[config.mk]
export PLATFORM = sky130hd
export DESIGN_NAME = bfst_ram
export DESIGN_NICKNAME = d
export VERILOG_FILES = /design/src/rtl/byte_frequency_sorted_table_macros.svh /design/src/rtl/bfst_ram.sv
export SDC_FILE = /design/constraint.sdc
export NUM_CORES = 2
export LEC_CHECK = 0
export BUFFER_PORTS_ARGS = -buffer_cell sky130_fd_sc_hd__buf_2
export CAP_MARGIN = 0
export CORE_MARGIN = 3
export CORE_UTILIZATION = 24
export CTS_BUF_LIST = sky130_fd_sc_hd__clkbuf_4
export DETAILED_ROUTE_END_ITERATION = 12
export GPL_ROUTABILITY_DRIVEN = 0
export PLACE_DENSITY_LB_ADDON = 0.08
export SETUP_SLACK_MARGIN = 0.4
export SYNTH_ARGS = -nofsm -noshare
export SYNTH_HDL_FRONTEND = slang
export SYNTH_SLANG_ARGS = --single-unit
[constraint.sdc]
create_clock -name clk_i -period 3.48 [get_ports clk_i]
set_clock_uncertainty 0.2 [all_clocks]
set_input_delay 0.348 -clock clk_i [delete_from_list [all_inputs] [get_ports clk_i]]
set_output_delay 0.348 -clock clk_i [all_outputs]
set_load 0.02 [all_outputs]
[src/rtl/byte_frequency_sorted_table_macros.svh]
// Assertion macros shared by the byte frequency table RTL.
`ifndef BYTE_FREQUENCY_SORTED_TABLE_MACROS_SVH
`define BYTE_FREQUENCY_SORTED_TABLE_MACROS_SVH

`ifndef SYNTHESIS

// Checks a property on every rising edge once reset is released.
`define BFST_ASSERT(name, clk, rstn, prop) \
  name: assert property (@(posedge clk) disable iff (!rstn) (prop)) \
    else $error("bfst: assertion failed");

// Checks that a condition implies another one in the same cycle.
`define BFST_ASSERT_IMPLY(name, clk, rstn, cond, conseq) \
  name: assert property (@(posedge clk) disable iff (!rstn) (cond) |-> (conseq)) \
    else $error("bfst: implication failed");

`else

`define BFST_ASSERT(name, clk, rstn, prop)
`define BFST_ASSERT_IMPLY(name, clk, rstn, cond, conseq)

`endif

`endif

[src/rtl/bfst_ram.sv]
// Generic single-port synchronous RAM with a registered read.
`default_nettype none

module bfst_ram #(
  parameter int Width = 8,
  parameter int Depth = 256,
  localparam int AddrW = (Depth > 1) ? $clog2(Depth) : 1
) (
  input  wire logic             clk_i,
  input  wire logic             we_i,
  input  wire logic [AddrW-1:0] addr_i,
  input  wire logic [Width-1:0] wdata_i,
  output logic      [Width-1:0] rdata_o
);

  logic [Width-1:0] mem_q [Depth];
  logic [Width-1:0] rdata_q;

  always_ff @(posedge clk_i) begin
    if (we_i) begin
      mem_q[addr_i] <= wdata_i;
    end
    rdata_q <= mem_q[addr_i];
  end

  assign rdata_o = rdata_q;

endmodule

`default_nettype wire

# Yosys cells after proc, flatten, opt, wreduce, memory -nomap -nowiden

Memories as Yosys holds them, arrays and structs flattened. A register that Yosys moved wholly into a read port is not among the register bits.
Index checks and enable logic that the tools add are counted.

Register bits after elaboration: 0
Word-level logic and storage cells: 3
Output and inout bits: 8
Memories kept: 1
Bits of input ports: 18
Latch bits: 0
Bits in writable memories: 2048
Bits in read-only memories: 0

Memories:

| memory | words | bits a word | read ports | clocked after Yosys merged registers in | wr ports | line           | RTL |
|---|---|---|---|---|---|---|---|
| mem_q  | 256   | 8           | 1          | 1                                       | 1        | bfst_ram.sv:16 | `logic [Width-1:0] mem_q [Depth];` |

Divide/modulo/power cells: 0
Magnitude comparators: 0
$add $sub $neg: 0
Bitwise logic cells: 0
Shift operators: 0
Multiply operators: 0
Reduce and logical (&&, ||, !) cells: 0
Mux-type cells: 2
Equality and inequality tests: 0

Operators with widths:

| cell             | number |
|---|---|
| 1-bit 2-to-1 mux | 2 |

# Depth between registers and ports, before layout

Word-level depth: 2
Mapped depth: 10
Mapped depth without buffers: 5

# Worst setup path after synthesis

No wires, ideal clock.

Path kind: in2reg
Start point: input addr_i[1]
End point: memory mem_q[111][0], enable pin
Path buffers: 5
Arrival time: 2.197 ns
Stages: 9
Data required time: 2.910 ns
Setup time: 0.370 ns
Slack: 0.713 ns
Cells stage by stage: buf_2 > clkbuf_1 > clkbuf_1 > nand2_1 > buf_2 > nor2_1 > nand2_1 > clkbuf_1 > nor2_1

RTL lines:

| element     | line           | RTL |
|---|---|---|
| from (decl) | bfst_ram.sv:11 | `input wire logic [AddrW-1:0] addr_i,` |
| to (decl)   | bfst_ram.sv:16 |  |

No word-level cell before the write port.

==> results.ini <==
[yosys]
synth_ff_type=edfxtp_1
synth.most_common_cell=edfxtp_1
synth_edf_count=2048
synth_commonest_cells=edfxtp_1 (2048), mux4_2 (512), a22oi_1 (256), nor2_1 (232), clkbuf_1 (145)
synth_seq_area_share=0.7855
postSynthAreaPerCell_um2=22.13
syn_nets=3565
synth_area_leaders=edfxtp_1 (78%), mux4_2 (15%), a22oi_1 (2.4%)
synth_area_um2=78490
ys_warn_count=0
synth.top_cell.area_share=0.7835
yosysTopAreaCell=edfxtp_1
yosys.cell_types.count=22
synth-seq-cells=2056
synthCells=3547
async_flop_share=0

[layout]
drive_gt1_frac=0.4233
nets=4602
syn2layout_area_growth_pct=23.54
design_area_um2=96970

[pwr]
powerDensity_nw_per_um2=549.5
totalPowerFinal_w=0.05329
vdd_drop_max_uv=251.1
p_leak_nw=31.00

[grt]
track_usage=0.1507
grt_pass1_vias=44350
grt_pass1_wl_um=354000
antenna_found_initial=34
grt_overflow=0
grt_start_max_net_pins=91

[sta]
rsz0062_at_grt=no
slew_headroom=0.3241
finalSetupViolCount=0
min_period_over_period=0.9117
max_freq_mhz=315.2
hold_viol_final=0
holdWs_ns=0.2852
final_max_slew_viol_count=0
fin_crit_ns=3.173
max_slew.worst_pin.slew_ns=1.001

[critical_path]
critPathLaunch=addr_i[2]
crit_type=in2reg
endpoint_kind=flip-flop
reg2regPathDepth=7
worstPathArrival_ns=4.28
regToRegEndpoint=rdata_o[2]
critPathCapture=rdata_o[4]
r2r-start=mem_q[127][2]
reg2reg_slack_ns=0.56
required_ns=4.59
crit_fanout=22
setup.worst_path.start_class=primary input

[hold_path]
hp-start=addr_i[6]
min_path_type=in2reg

[routing]
vias_per_cell=4.393
wl_met1_um=115400
vias=41150
wl_met3_um=13650
drt_wl_total_um=254300
drt-pass1-iter-count=5
drc=0
wire_per_inst_um=27.15
highest-signal-layer=met5
drtIter0Drc=2948
ant_nets=0
met2WireLength_um=119400

[placed_design]
port_buffers=25
dp_hpwl_um=162700
dpl_cell_area_um2=88630

[floorplan]
die_x_um=577.9
pin_count=26
core_um2=324800
start_util=0.2417
fp.dieArea_um2=334000
row_count=209
die_y_um=577.9

[clocking]
insertion_delay_ns=1.49
numCtsBuffers=595
cts_root_buf=clkbuf_4
h-tree-depth=6
clk_pin_slew_ns=0.07
cts_buffer_depth=4
clock-sinks=2056
cts_tree=yes

[outcome]
status=finished clean

[flow_run]
drv_cap=0

## cell type report
| type | instances | area, um^2 |
|---|---|---|
| timing repair buffer | 672 | 6344 |
| antenna | 12 | 30.03 |
| tap | 4325 | 5411 |
| sequential | 2056 | 61670 |
| clock buffer | 884 | 6636 |
| multi-input combinational | 1258 | 15860 |
| inverter | 1 | 3.754 |
| fill | 32040 | 227800 |
| clock inverter | 158 | 1027 |
## critical path, stage by stage
cell and delay [ns]:
dlygate4sd3_1 0.62, buf_2 0.25, nor2_4 0.09, dlygate4sd3_1 0.82, buf_12 0.30, buf_12 0.20, a22oi_1 0.30, a21oi_1 0.24
o41ai_1 0.73, buf_4 0.23, nand4_1 0.09
## cell families (layout without fill, tap and decap cells)
family	Yosys count	count (layout)	synth area share
AO/OA/AOI/OAI	416	416	0.03622
buffers and inverters	233	1715	0.01401
flip-flops	2056	2056	0.7855
multiplexers	512	512	0.1469
other	0	12	0
AND/OR/NAND/NOR	330	330	0.01733
## metal layers
metal | track usage | up-vias
met1 | 0.2083 | 21920
met3 | 0.03278 | 392
met4 | 0.04412 | 10
li1 | - | 17610
met5 | 0 | -
met2 | 0.2380 | 1212
## cell usage in the layout, fill, tap and decap left out, types with 2 or more instances in the layout
master and count:
dfxtp_2 5, buf_16 8, dfxtp_1 3, nor2_1 231, nor3_1 30, and2_1 2, nand2_1 20, clkinv_2 10
a22oi_1 256, buf_2 15, o41ai_1 28, edfxtp_1 2048, mux4_2 512, or2_2 2, dlygate4sd3_1 40, inv_2 9
nand2b_1 4, clkinv_1 91, nor2b_1 5, buf_4 519, a21oi_1 128, diode_2 12, nand3_1 5, inv_6 16
nand3_2 8, nand2_2 8, o41ai_2 4, bufinv_16 9, nand2b_2 2, buf_12 80, clkinvlp_4 10, clkbuf_4 884
nor2b_4 2, clkinv_4 12, buf_8 10, nand4_1 8
## metrics by stage
stage,setup TNS (ns),worst slack (ns),cells,utilization
after floorplan,0,0.7133,3547,-
after global placement,-4.713,-1.377,8263,0.2728
after detailed placement,-3.308,-0.6845,8264,0.2729
after global routing,0,0.4190,9360,0.2985
final,0,0.3073,9366,0.2986
after CTS,0,0.4056,9354,0.2985
## registers in the layout, indices dropped and copies added, names as in the netlist
register	flops
mem_q	2048
rdata_o	8
## worst min path at each step
stage                    endpoint  slack (ns)  cells after the start
CTS                 mem_q[158][0]      0.0009                      5
global route        mem_q[152][3]        0.12                      5
floorplan             mem_q[0][0]        0.25                      0
detailed placement   mem_q[66][0]        0.59                      1
finish              mem_q[216][2]        0.29                      5
global placement     mem_q[66][0]        0.59                      1
## report_power, final
group          internal [W]  total (W)  switching, W
Sequential           0.0273     0.0273     0.0000508
Combinational       0.00108    0.00287       0.00179
Clock                0.0123     0.0231        0.0108
Total                0.0407     0.0533        0.0126
## repair_timing
item / in CTS / in global routing
hold endpoints to repair: 4096 / 0
hold buffers: 48 / 0
buffers inserted: 0 / 0
gates resized for setup: 7 / 1
setup endpoints to repair: 7 / 1
cloned: 0 / 0
Note: power is estimated with default switching activity, not from simulation.
