`src/rtl/byte_frequency_sorted_table_macros.svh`:
```
// Assertion macros shared by the byte frequency table RTL.
`ifndef BYTE_FREQUENCY_SORTED_TABLE_MACROS_SVH
`define BYTE_FREQUENCY_SORTED_TABLE_MACROS_SVH

`ifndef SYNTHESIS

// Checks a property on every rising edge once reset is released.
`define BFST_ASSERT(name, clk, rstn, prop) \
  name: assert property (@(posedge clk) disable iff (!rstn) (prop)) \
    else $error("bfst: assertion failed");

// Checks that a condition implies another one in the same cycle.
`define BFST_ASSERT_IMPLY(name, clk, rstn, cond, conseq) \
  name: assert property (@(posedge clk) disable iff (!rstn) (cond) |-> (conseq)) \
    else $error("bfst: implication failed");

`else

`define BFST_ASSERT(name, clk, rstn, prop)
`define BFST_ASSERT_IMPLY(name, clk, rstn, cond, conseq)

`endif

`endif

```
`src/rtl/bfst_pkg.sv`:
```
// Types and constants of the byte frequency sorted table.
`default_nettype none

package bfst_pkg;

  // Operation codes carried in the kind field.
  localparam logic KIND_ADD   = 1'b0;
  localparam logic KIND_FETCH = 1'b1;

  // Percentage format: 100 scaled by 2^8, quotient fits in 15 bits.
  localparam int          PCT_W    = 15;
  localparam logic [14:0] PCT_MAX  = 15'd25600;
  localparam int          RANK_W   = 8;
  localparam int          OUT_CNT_W = 32;

  typedef struct packed {
    logic       kind;
    logic [7:0] symbol;
  } in_t;

  typedef struct packed {
    logic [7:0]            entry_symbol;
    logic [OUT_CNT_W-1:0]  entry_count;
    logic [PCT_W-1:0]      entry_percent;
    logic                  final_entry;
    logic                  table_empty;
  } out_t;

  typedef enum logic [2:0] {
    ST_IDLE,
    ST_ADD_WR,
    ST_SCAN,
    ST_DIV,
    ST_PUSH
  } state_e;

endpackage

`default_nettype wire

```
`src/rtl/bfst_div.sv`:
```
// Serial restoring divider that forms count * 25600 / total, one bit a cycle.
`default_nettype none

module bfst_div
  import bfst_pkg::*;
#(
  parameter int CntW = 32
) (
  input  wire logic             clk_i,
  input  wire logic             rst_ni,
  input  wire logic             start_i,
  input  wire logic [CntW-1:0]  cnt_i,
  input  wire logic [CntW-1:0]  total_i,
  output logic                  done_o,
  output logic [PCT_W-1:0]      quot_o
);

  localparam int NumW  = CntW + PCT_W;
  localparam int StepW = $clog2(PCT_W + 1);

  logic              busy_q, busy_d;
  logic              done_q, done_d;
  logic [StepW-1:0]  step_q, step_d;
  logic [CntW-1:0]   rem_q, rem_d;
  logic [PCT_W-1:0]  num_q, num_d;
  logic [PCT_W-1:0]  quot_q, quot_d;
  logic [CntW-1:0]   tot_q, tot_d;
  logic [NumW-1:0]   num_full;
  logic [CntW:0]     trial;
  logic [CntW:0]     diff;

  // 25600 is 1024 * (16 + 8 + 1), so the scaled count is three shifted copies.
  assign num_full = (NumW'(cnt_i) << 14) + (NumW'(cnt_i) << 13) + (NumW'(cnt_i) << 10);

  assign trial = {rem_q, num_q[PCT_W-1]};
  assign diff  = trial - {1'b0, tot_q};

  always_comb begin
    busy_d = busy_q;
    done_d = 1'b0;
    step_d = step_q;
    rem_d  = rem_q;
    num_d  = num_q;
    quot_d = quot_q;
    tot_d  = tot_q;
    if (start_i) begin
      busy_d = 1'b1;
      step_d = StepW'(PCT_W);
      rem_d  = num_full[NumW-1:PCT_W];
      num_d  = num_full[PCT_W-1:0];
      quot_d = '0;
      tot_d  = total_i;
    end else if (busy_q) begin
      num_d = {num_q[PCT_W-2:0], 1'b0};
      if (!diff[CntW]) begin
        rem_d  = diff[CntW-1:0];
        quot_d = {quot_q[PCT_W-2:0], 1'b1};
      end else begin
        rem_d  = trial[CntW-1:0];
        quot_d = {quot_q[PCT_W-2:0], 1'b0};
      end
      step_d = step_q - StepW'(1);
      if (step_q == StepW'(1)) begin
        busy_d = 1'b0;
        done_d = 1'b1;
      end
    end
  end

  always_ff @(posedge clk_i or negedge rst_ni) begin
    if (!rst_ni) begin
      busy_q <= 1'b0;
      done_q <= 1'b0;
      step_q <= '0;
    end else begin
      busy_q <= busy_d;
      done_q <= done_d;
      step_q <= step_d;
    end
  end

  always_ff @(posedge clk_i) begin
    rem_q  <= rem_d;
    num_q  <= num_d;
    quot_q <= quot_d;
    tot_q  <= tot_d;
  end

  assign done_o = done_q;
  assign quot_o = quot_q;

endmodule

`default_nettype wire

```
`config.mk`:
```
export PLATFORM = sky130hd
export DESIGN_NAME = bfst_div
export DESIGN_NICKNAME = d
export VERILOG_FILES = /design/src/rtl/byte_frequency_sorted_table_macros.svh /design/src/rtl/bfst_pkg.sv /design/src/rtl/bfst_div.sv
export SDC_FILE = /design/constraint.sdc
export NUM_CORES = 1
export LEC_CHECK = 0
export BUFFER_PORTS_ARGS = -buffer_cell sky130_fd_sc_hd__buf_2
export CAP_MARGIN = 15
export CORE_MARGIN = 2
export CORE_UTILIZATION = 40
export DETAILED_ROUTE_END_ITERATION = 12
export PLACE_DENSITY = 0.59
export SLEW_MARGIN = 20
export SYNTH_ARGS = -nofsm -noshare
export SYNTH_HDL_FRONTEND = slang
export SYNTH_SLANG_ARGS = --single-unit
```
`constraint.sdc`:
```
create_clock -name clk_i -period 7 [get_ports clk_i]
set_clock_uncertainty 0.05 [all_clocks]
set_input_delay 0 -clock clk_i [delete_from_list [all_inputs] [get_ports clk_i]]
set_output_delay 0 -clock clk_i [all_outputs]
set_load 0.01 [all_outputs]
```
[Yosys cells after proc, flatten, opt, wreduce, memory -nomap -nowiden]
Index checks and enable logic that the tools add are counted.
Word-level totals
  register bits after elaboration: 100
  input port bits: 67
  output and inout bits: 16
  word-level logic and storage cells: 27
Operators by class
  add/subtract/negate cells: 4
  equality and inequality tests: 1
  mux-type cells: 14
  reduce and logical (&&, ||, !) cells: 1
Operator list (count)
  $mux W32: 3
  $add A46 B45 Y47: 1
  $add A47 B42 Y47: 1
  $sub A33 B32 Y33: 1
  $mux W15: 2
  $mux W4: 2
  $mux W1: 7
  $eq A4 B1 Y1 const B: 1
  $sub A4 B1 Y4 const B: 1
  $reduce_bool A2 Y1: 1

[Logic depth before layout (Yosys ltp)]
Gate-level depths: netlist of run 1.
  depth in word-level cells: 4
  gate-level depth with buffers: 15
  gate-level depth less buffers: 14

[Worst setup path after synthesis of run 1]
No wires, ideal clock.
  path type: input to register
  start point: input port cnt_i[0]
  end point: register rem_q[19] (data pin)
  setup time: 0.271 ns
  data arrival time: 2.856 ns
  data required time: 6.679 ns
  slack: 3.823 ns
  stages on the path: 14
  buffers on the path: 0
  cell sequence: inv_1 > fa_1 > inv_1 > ha_1 > fa_1 > a211oi_1 > nor2_1 > o21ai_0 > nand2_1 > a21o_1 > a21o_1 > a311oi_1 > xor2_1 > a21oi_1
On the way
  word-level cells in the longest chain between the ends: 3
RTL lines
  start: declaration: RTL line bfst_div.sv:12  | input wire logic [CntW-1:0] cnt_i,
  $add A46 B45 Y47: RTL line bfst_div.sv:33  | assign num_full = (NumW'(cnt_i) << 14) + (NumW'(cnt_i) << 13) + (NumW'(cnt_i) << 10);
  $add A47 B42 Y47 (*): RTL line bfst_div.sv:33
  $mux W32 (*): RTL line bfst_div.sv:46  | if (start_i) begin
  net rem_d[19]: RTL line bfst_div.sv:24  | logic [CntW-1:0] rem_q, rem_d;
  end signal: assignment: RTL line bfst_div.sv:83  | rem_q <= rem_d;
  end: declaration: RTL line bfst_div.sv:24
The timed path passes the listed nets; every way through them passes the cells marked *.
A chain may end at the register's enable or synchronous reset.

[Final worst setup path of run 1]
  start point: input port cnt_i[0]
  end point: register rem_q[29] (data pin)
The elaborated chain is that of the path after synthesis.

==> results.sh, run 1 <==
export IMPL_syn_area_per_cell_um2=9.753
export IMPL_setup_tns_ns=0
export IMPL_fin_util=0.4763
export IMPL_die_y_um=142.0
export IMPL_layout_common_cells="buf_2, a21oi_1, ha_1"
export IMPL_wl_per_cell_um=14.69
export IMPL_dr_pass1_iters=6
export IMPL_start_util=0.4072
export IMPL_worstSetupPathType="in -> reg"
export IMPL_synth_edf_count=69
export IMPL_hpwl_um=12540
export IMPL_final_common_cell="buf_2"
export IMPL_antennaDiodeCount=0
export IMPL_fp_dieW_um=142.0
export IMPL_end_kind="register"
export IMPL_tightestPinTransition_ns=0.9460
export IMPL_finalSetupViolCount=0
export IMPL_slew_headroom=0.3693
export IMPL_async_reset_ff_frac=0.06667
export IMPL_io_pins=83
export IMPL_min_path_type="in -> reg"
export IMPL_numPortBuffers=82
export IMPL_path_clk_slew_ns=0.08
export IMPL_ys_types=64
export IMPL_post_cts_resized=0
export IMPL_hold_buffers=37
export IMPL_drive_gt1_frac=0.1433
export IMPL_leakagePower_nw=3.972
export IMPL_rsz0062_at_grt="false"
export IMPL_grt_pass1_vias=5594
export IMPL_worstPathCellList="dlygate4sd3_1 > buf_2 > inv_1 > fa_1 > inv_1 > ha_1 > fa_1 > a211oi_1 > nor2_1 > o21ai_0 > a211o_1 > a311oi_1 > o21ai_0 > a21oi_1 > xor2_1 > mux2_2"
export IMPL_postCtsSetupBuffers=0
export IMPL_hold_viol=0
export IMPL_yosysWarnings=0
export IMPL_drv_slew=0
export IMPL_arrival_ns=3.89
export IMPL_synthFlopType="edfxtp_1"
export IMPL_drcViolationCount=0
export IMPL_cts_root_buf="clkbuf_16"
export IMPL_cts_sinks=90
export IMPL_clock_fmax_mhz=260.6
export IMPL_grt_usage=0.1726
export IMPL_antenna_found_initial=0
export IMPL_ctsLongestPathBuffers=2
export IMPL_grt_pass1_wl_um=27950
export IMPL_wl_um=16560
export IMPL_fin_nets=1055
export IMPL_h_tree_depth=3
export IMPL_total_power_w=0.003232
export IMPL_num_vias=5776
export IMPL_crit_path_max_incr_delay_ns=0.53
export IMPL_clk_latency_ns=0.36
export IMPL_row_count=50
export IMPL_ant_nets=0
export IMPL_cts_buffers=9
export IMPL_crit_fanout=3
export IMPL_fin_crit_ns=3.838
export IMPL_synth_seq_cells=90
export IMPL_syn_area_um2=7617
export IMPL_tritoncts="done"
export IMPL_status="completed"
export IMPL_timing_final_crit_share=0.5483
export IMPL_power_density_nw_per_um2=362.7
export IMPL_gr_total_overflow=0
export IMPL_synthCells=781
export IMPL_synthesis_nets=948
export IMPL_crit_required_ns=7.05
export IMPL_gp_congestion=0.8364
export IMPL_worstPathBufferInverterCount=4
export IMPL_die_area_um2=20160
export IMPL_viasPerCell=5.125
export IMPL_drtIter0Drc=318
export IMPL_drv_cap=0
export IMPL_grt_max_degree=60
export IMPL_critPathSlowestCell="dlygate4sd3_1"
export IMPL_area_delta_synth_final_pct=16.97
export IMPL_worst_ir_drop_vdd_v=0.0002240
export IMPL_core_area_um2=18710
export IMPL_crit_family="compound AO/OA/AOI/OAI gates"
export IMPL_critPathLaunchType="input port"
export IMPL_yosysSeqAreaShare=0.3311
[sequential cells by signal, indices dropped and copies added (netlist names)]
| signal | flops |
|---|---|
| rem_q | 32 |
| num_q | 5 |
| step_q | 4 |
| tot_q | 32 |
| done_o | 1 |
| busy_q | 1 |
| quot_o | 15 |
[layout make-up]
type / instances / area [µm²]
inverter: 57 / 214.0
sequential: 90 / 2522
clock inverter: 6 / 62.56
clock buffer: 10 / 250.2
multi-input combinational: 608 / 4762
fill: 1819 / 9796
timing repair buffer: 122 / 805.8
tap: 234 / 292.8
[power breakdown]
group          internal, W  switching (W)
combinational     0.000833        0.00105
sequential        0.000749      0.0000897
clock             0.000274       0.000240
[metrics by stage]
stage	cell area [µm²]	hold WS [ns]	cells	setup WS, ns
after floorplan	7617	-0.3456	781	3.823
after global placement	8227	-0.2160	1074	3.274
after detailed placement	8227	-0.2166	1074	3.225
after CTS	8910	0.05998	1127	3.174
after global routing	8910	0.07246	1127	2.949
final	8910	0.05848	1127	3.162
[synth_stat cells, types with 4 or more instances]
library cell  instances  area (µm²)
a211oi_1             19       142.6
nor2b_1              13       81.33
or2_2                 6       37.54
ha_1                 70       875.8
o211ai_1             10       75.07
nand4_1               4       25.02
mux2_2                7       78.83
nand2b_1              9       56.30
a21oi_1              71       355.3
and2_1                5       31.28
a21o_1               23       172.7
nand3_1               9       45.04
fa_1                 30       600.6
nor2_1               46       172.7
dfxtp_1              15       300.3
dfrtp_1               6       150.1
nand2_1              55       206.5
xor2_1               22       192.7
o21bai_1              9       67.56
edfxtp_1             69        2072
buf_1                 4       15.01
and3_1                4       25.02
clkbuf_1             17       63.81
inv_1                56       210.2
o21a_1               10       75.07
a31oi_1               6       37.54
o21ai_0              51       255.2
a31o_2                6       52.55
xnor2_1              35       306.5
mux2i_1              30       300.3
nor3_1               16       80.08
o31ai_1               4       30.03
[layer usage]
metal | wire, µm | track usage | vias to the layer above
met2 | 6343 | 0.2309 | 97
met4 | 165 | 0.05105 | 0
met5 | 0 | 0 | -
met3 | 599 | 0.03028 | 11
li1 | - | - | 3062
met1 | 9451 | 0.2782 | 2606
[kinds of logic after synthesis]
kind of cell	Yosys count	share of synthesized area
buffers and inverters	83	0.04484
DFF	90	0.3311
and+or+nand+nor	175	0.1074
AOI/OAI and AO/OA	238	0.2055
adders and majority gates	100	0.1938
xor gates and xnor gates	57	0.06554
muxes	38	0.05174
[path summary, 6_finish.rpt]
| kind | start | to | slack (ns) | depth (start not counted) |
|---|---|---|---|---|
| max | cnt_i[0] | rem_q[29]$_DFFE_PP_ | 3.16 | 16 |
| min | start_i | quot_o[0]$_SDFFE_PP0P_ | 0.06 | 2 |
| max reg2reg | num_q[14]$_DFFE_PP_ | rem_q[5]$_DFFE_PP_ | 3.20 | 14 |
| min reg2reg | quot_o[14]$_SDFFE_PP0P_ | quot_o[14]$_SDFFE_PP0P_ | 0.45 | 2 |
| max in group asynchronous | rst_ni | step_q[0]$_DFFE_PN0P_ | 6.16 | 3 |
| min in group asynchronous | rst_ni | step_q[2]$_DFFE_PN0P_ | 0.52 | 3 |
(Power assumes the default switching activity.)
==> run 2, diff against run 1 <==
Clock period 7 ns to 3.9 ns, I/O delays scaled along.
==> run 2 against run 1 <==
  * Total power rose by 84%
  * Final cell count increased by 0.80%
  * Sequential share of layout area decreased by 0.23 points
  * Clock-buffer cell count shrank 1
  * Global-route usage rose by 0.25 points
  * Design area is 0.81% higher
  * Hold slack lost 0.047 ns
  * First-iteration DRC count is 10% higher
  * Sequential power rose by 80%
  * Clock power up 75%
  * Sequential cell count unchanged
  * Worst setup slack lost 2.9 ns
  * Largest cell class unchanged
==> results.sh, run 2 (synthesis gave the netlist of run 1 again) <==
export IMPL_final_common_cell="buf_2"
export IMPL_post_route_worst_setup_slack_ns=0.2545
export IMPL_min_from="start_i"
export IMPL_rsz0062_at_grt="false"
export IMPL_dpl_worst_slack_ns=0.1995
export IMPL_num_vias=5893
export IMPL_cts_root_buf="clkbuf_16"
export IMPL_setup_tns_ns=0
export IMPL_antenna_found_initial=0
export IMPL_status="completed"
export IMPL_slew_headroom=0.3734
export IMPL_swShare=0.4276
export IMPL_hpwl_um=12780
export IMPL_path_clk_slew_ns=0.08
export IMPL_p_clk_frac=0.151
export IMPL_area_delta_synth_final_pct=17.92
export IMPL_multi_input_area_um2=4786
export IMPL_wl_per_cell_um=14.94
export IMPL_fin_nets=1064
export IMPL_crit_fanout=11
export IMPL_numPortBuffers=82
export IMPL_gp_congestion=0.8532
export IMPL_drive_gt1_frac=0.1552
export IMPL_reg2regPathDepth=13
export IMPL_drv_cap=0
export IMPL_grt_max_degree=67
export IMPL_grt_usage=0.1751
export IMPL_dr_pass1_iters=5
export IMPL_clock_fmax_mhz=274.3
export IMPL_r2r_slack_ns=0.25
export IMPL_leakagePower_nw=4.008
export IMPL_reg2reg_from="num_q[14]$_DFFE_PP_"
export IMPL_io_pins=83
export IMPL_combPwrFrac=0.595
export IMPL_worstSetupPathType="reg -> reg"
export IMPL_regArea_um2=2522
export IMPL_fillCellCount=1785
export IMPL_cts_buffers=9
export IMPL_antennaDiodeCount=0
export IMPL_start_util=0.4072
export IMPL_tritoncts="done"
export IMPL_drv_slew=0
export IMPL_core_area_um2=18710
export IMPL_crit_required_ns=3.96
export IMPL_gr_total_overflow=0
export IMPL_ant_nets=0
export IMPL_grt_pass1_wl_um=28280
export IMPL_end_kind="register"
export IMPL_worst_ir_drop_vdd_v=0.0003004
export IMPL_critPathLaunchType="register"
export IMPL_die_y_um=142.0
export IMPL_crit_path_max_incr_delay_ns=0.42
export IMPL_row_count=50
export IMPL_layout_common_cells="buf_2, a21oi_1, ha_1"
export IMPL_finalSetupViolCount=0
export IMPL_clk_latency_ns=0.36
export IMPL_min_path_type="in -> reg"
export IMPL_arrival_ns=3.70
export IMPL_grt_pass1_vias=5700
export IMPL_worstReg2RegEnd="rem_q[29]$_DFFE_PP_"
export IMPL_die_area_um2=20160
export IMPL_power_internal_w=0.003409
export IMPL_switching_power_w=0.002547
export IMPL_viasPerCell=5.188
export IMPL_ctsLongestPathBuffers=2
export IMPL_worstPathCellList="inv_1 > ha_1 > inv_1 > fa_1 > a211oi_1 > o211ai_2 > a31oi_4 > a2111oi_4 > o211ai_1 > o211ai_2 > buf_4 > a31o_1 > mux2_2"
export IMPL_critPathSlowestCell="fa_1"
export IMPL_fp_dieW_um=142.0
export IMPL_drtIter0Drc=351
export IMPL_drcViolationCount=0
export IMPL_hold_viol=0
export IMPL_power_density_nw_per_um2=663.1
export IMPL_whs_path_depth=2
export IMPL_timing_final_crit_share=0.9347
export IMPL_fin_crit_ns=3.645
export IMPL_cts_sinks=90
export IMPL_seqPwrFrac=0.254
export IMPL_wl_um=16970
export IMPL_h_tree_depth=3
export IMPL_min_to="quot_o[11]$_SDFFE_PP0P_"
export IMPL_tightestPinTransition_ns=0.9399
[run 2: worst max-delay path by stage]
stage | to | startpoint | cells after the start | slack [ns]
after floorplan | rem_q[19]$_DFFE_PP_ | cnt_i[0] | 14 | 0.72
after global placement | rem_q[0]$_DFFE_PP_ | num_q[14]$_DFFE_PP_ | 13 | 0.21
after detailed placement | rem_q[19]$_DFFE_PP_ | cnt_i[0] | 15 | 0.20
after CTS | rem_q[19]$_DFFE_PP_ | cnt_i[0] | 16 | 0.06
after global routing | rem_q[29]$_DFFE_PP_ | num_q[14]$_DFFE_PP_ | 13 | 0.02
final | rem_q[29]$_DFFE_PP_ | num_q[14]$_DFFE_PP_ | 13 | 0.25
[run 2: final cells by class]
| cell class | instances | area share |
|---|---|---|
| repair buffers | 130 | 0.09639 |
| clock inverters | 7 | 0.008497 |
| well taps | 234 | 0.03260 |
| inverters | 57 | 0.02382 |
| clock buffers | 9 | 0.02507 |
| flip-flops and latches | 90 | 0.2808 |
| multi-input cells | 609 | 0.5328 |
[run 2: through the flow]
step / power, W / util / hold slack (ns) / cells / area (µm²)
floorplan: 0.004190 / - / -0.3456 / 781 / 7617
global placement: 0.004951 / 0.4430 / -0.2156 / 1082 / 8287
detailed placement: 0.004952 / 0.4430 / -0.2181 / 1082 / 8287
CTS: 0.005922 / 0.4789 / 0.01169 / 1135 / 8959
global route: 0.006477 / 0.4802 / 0.02596 / 1136 / 8982
finish: 0.005956 / 0.4802 / 0.01127 / 1136 / 8982
[run 2: critical path: cells and delay by family (launching register included)]
| kind | cells | cell delay (ns) |
|---|---|---|
| buffers and inverters | 3 | 0.39 |
| AOI/OAI and AO/OA | 7 | 1.77 |
| muxes | 1 | 0.26 |
| DFF | 1 | 0.36 |
| adders and majority gates | 2 | 0.57 |
[run 2: power groups by stage]
stage / sequential, W / clock, W / combinational (W)
after floorplan: 0.00145 / 0 / 0.00274
after global placement: 0.00153 / 0 / 0.00342
after detailed placement: 0.00152 / 0 / 0.00343
after CTS: 0.00151 / 0.000922 / 0.00349
after global routing: 0.00153 / 0.000958 / 0.00399
final: 0.00151 / 0.000900 / 0.00355
[run 2: routing by layer]
| metal | vias up | GRT usage | share of wire |
|---|---|---|---|
| met5 | - | 0 | 0 |
| met4 | 0 | 0.05737 | 0.014 |
| met2 | 107 | 0.2291 | 0.37 |
| li1 | 3085 | - | - |
| met3 | 12 | 0.02524 | 0.040 |
| met1 | 2689 | 0.2880 | 0.57 |
[run 2: repair_timing]
| item | CTS | global route |
|---|---|---|
| gates resized for setup | 0 | 4 |
| setup endpoints to repair | 0 | 22 |
| buffers inserted | 0 | 0 |
| hold buffers | 37 | 0 |
| hold endpoints to repair | 41 | 0 |
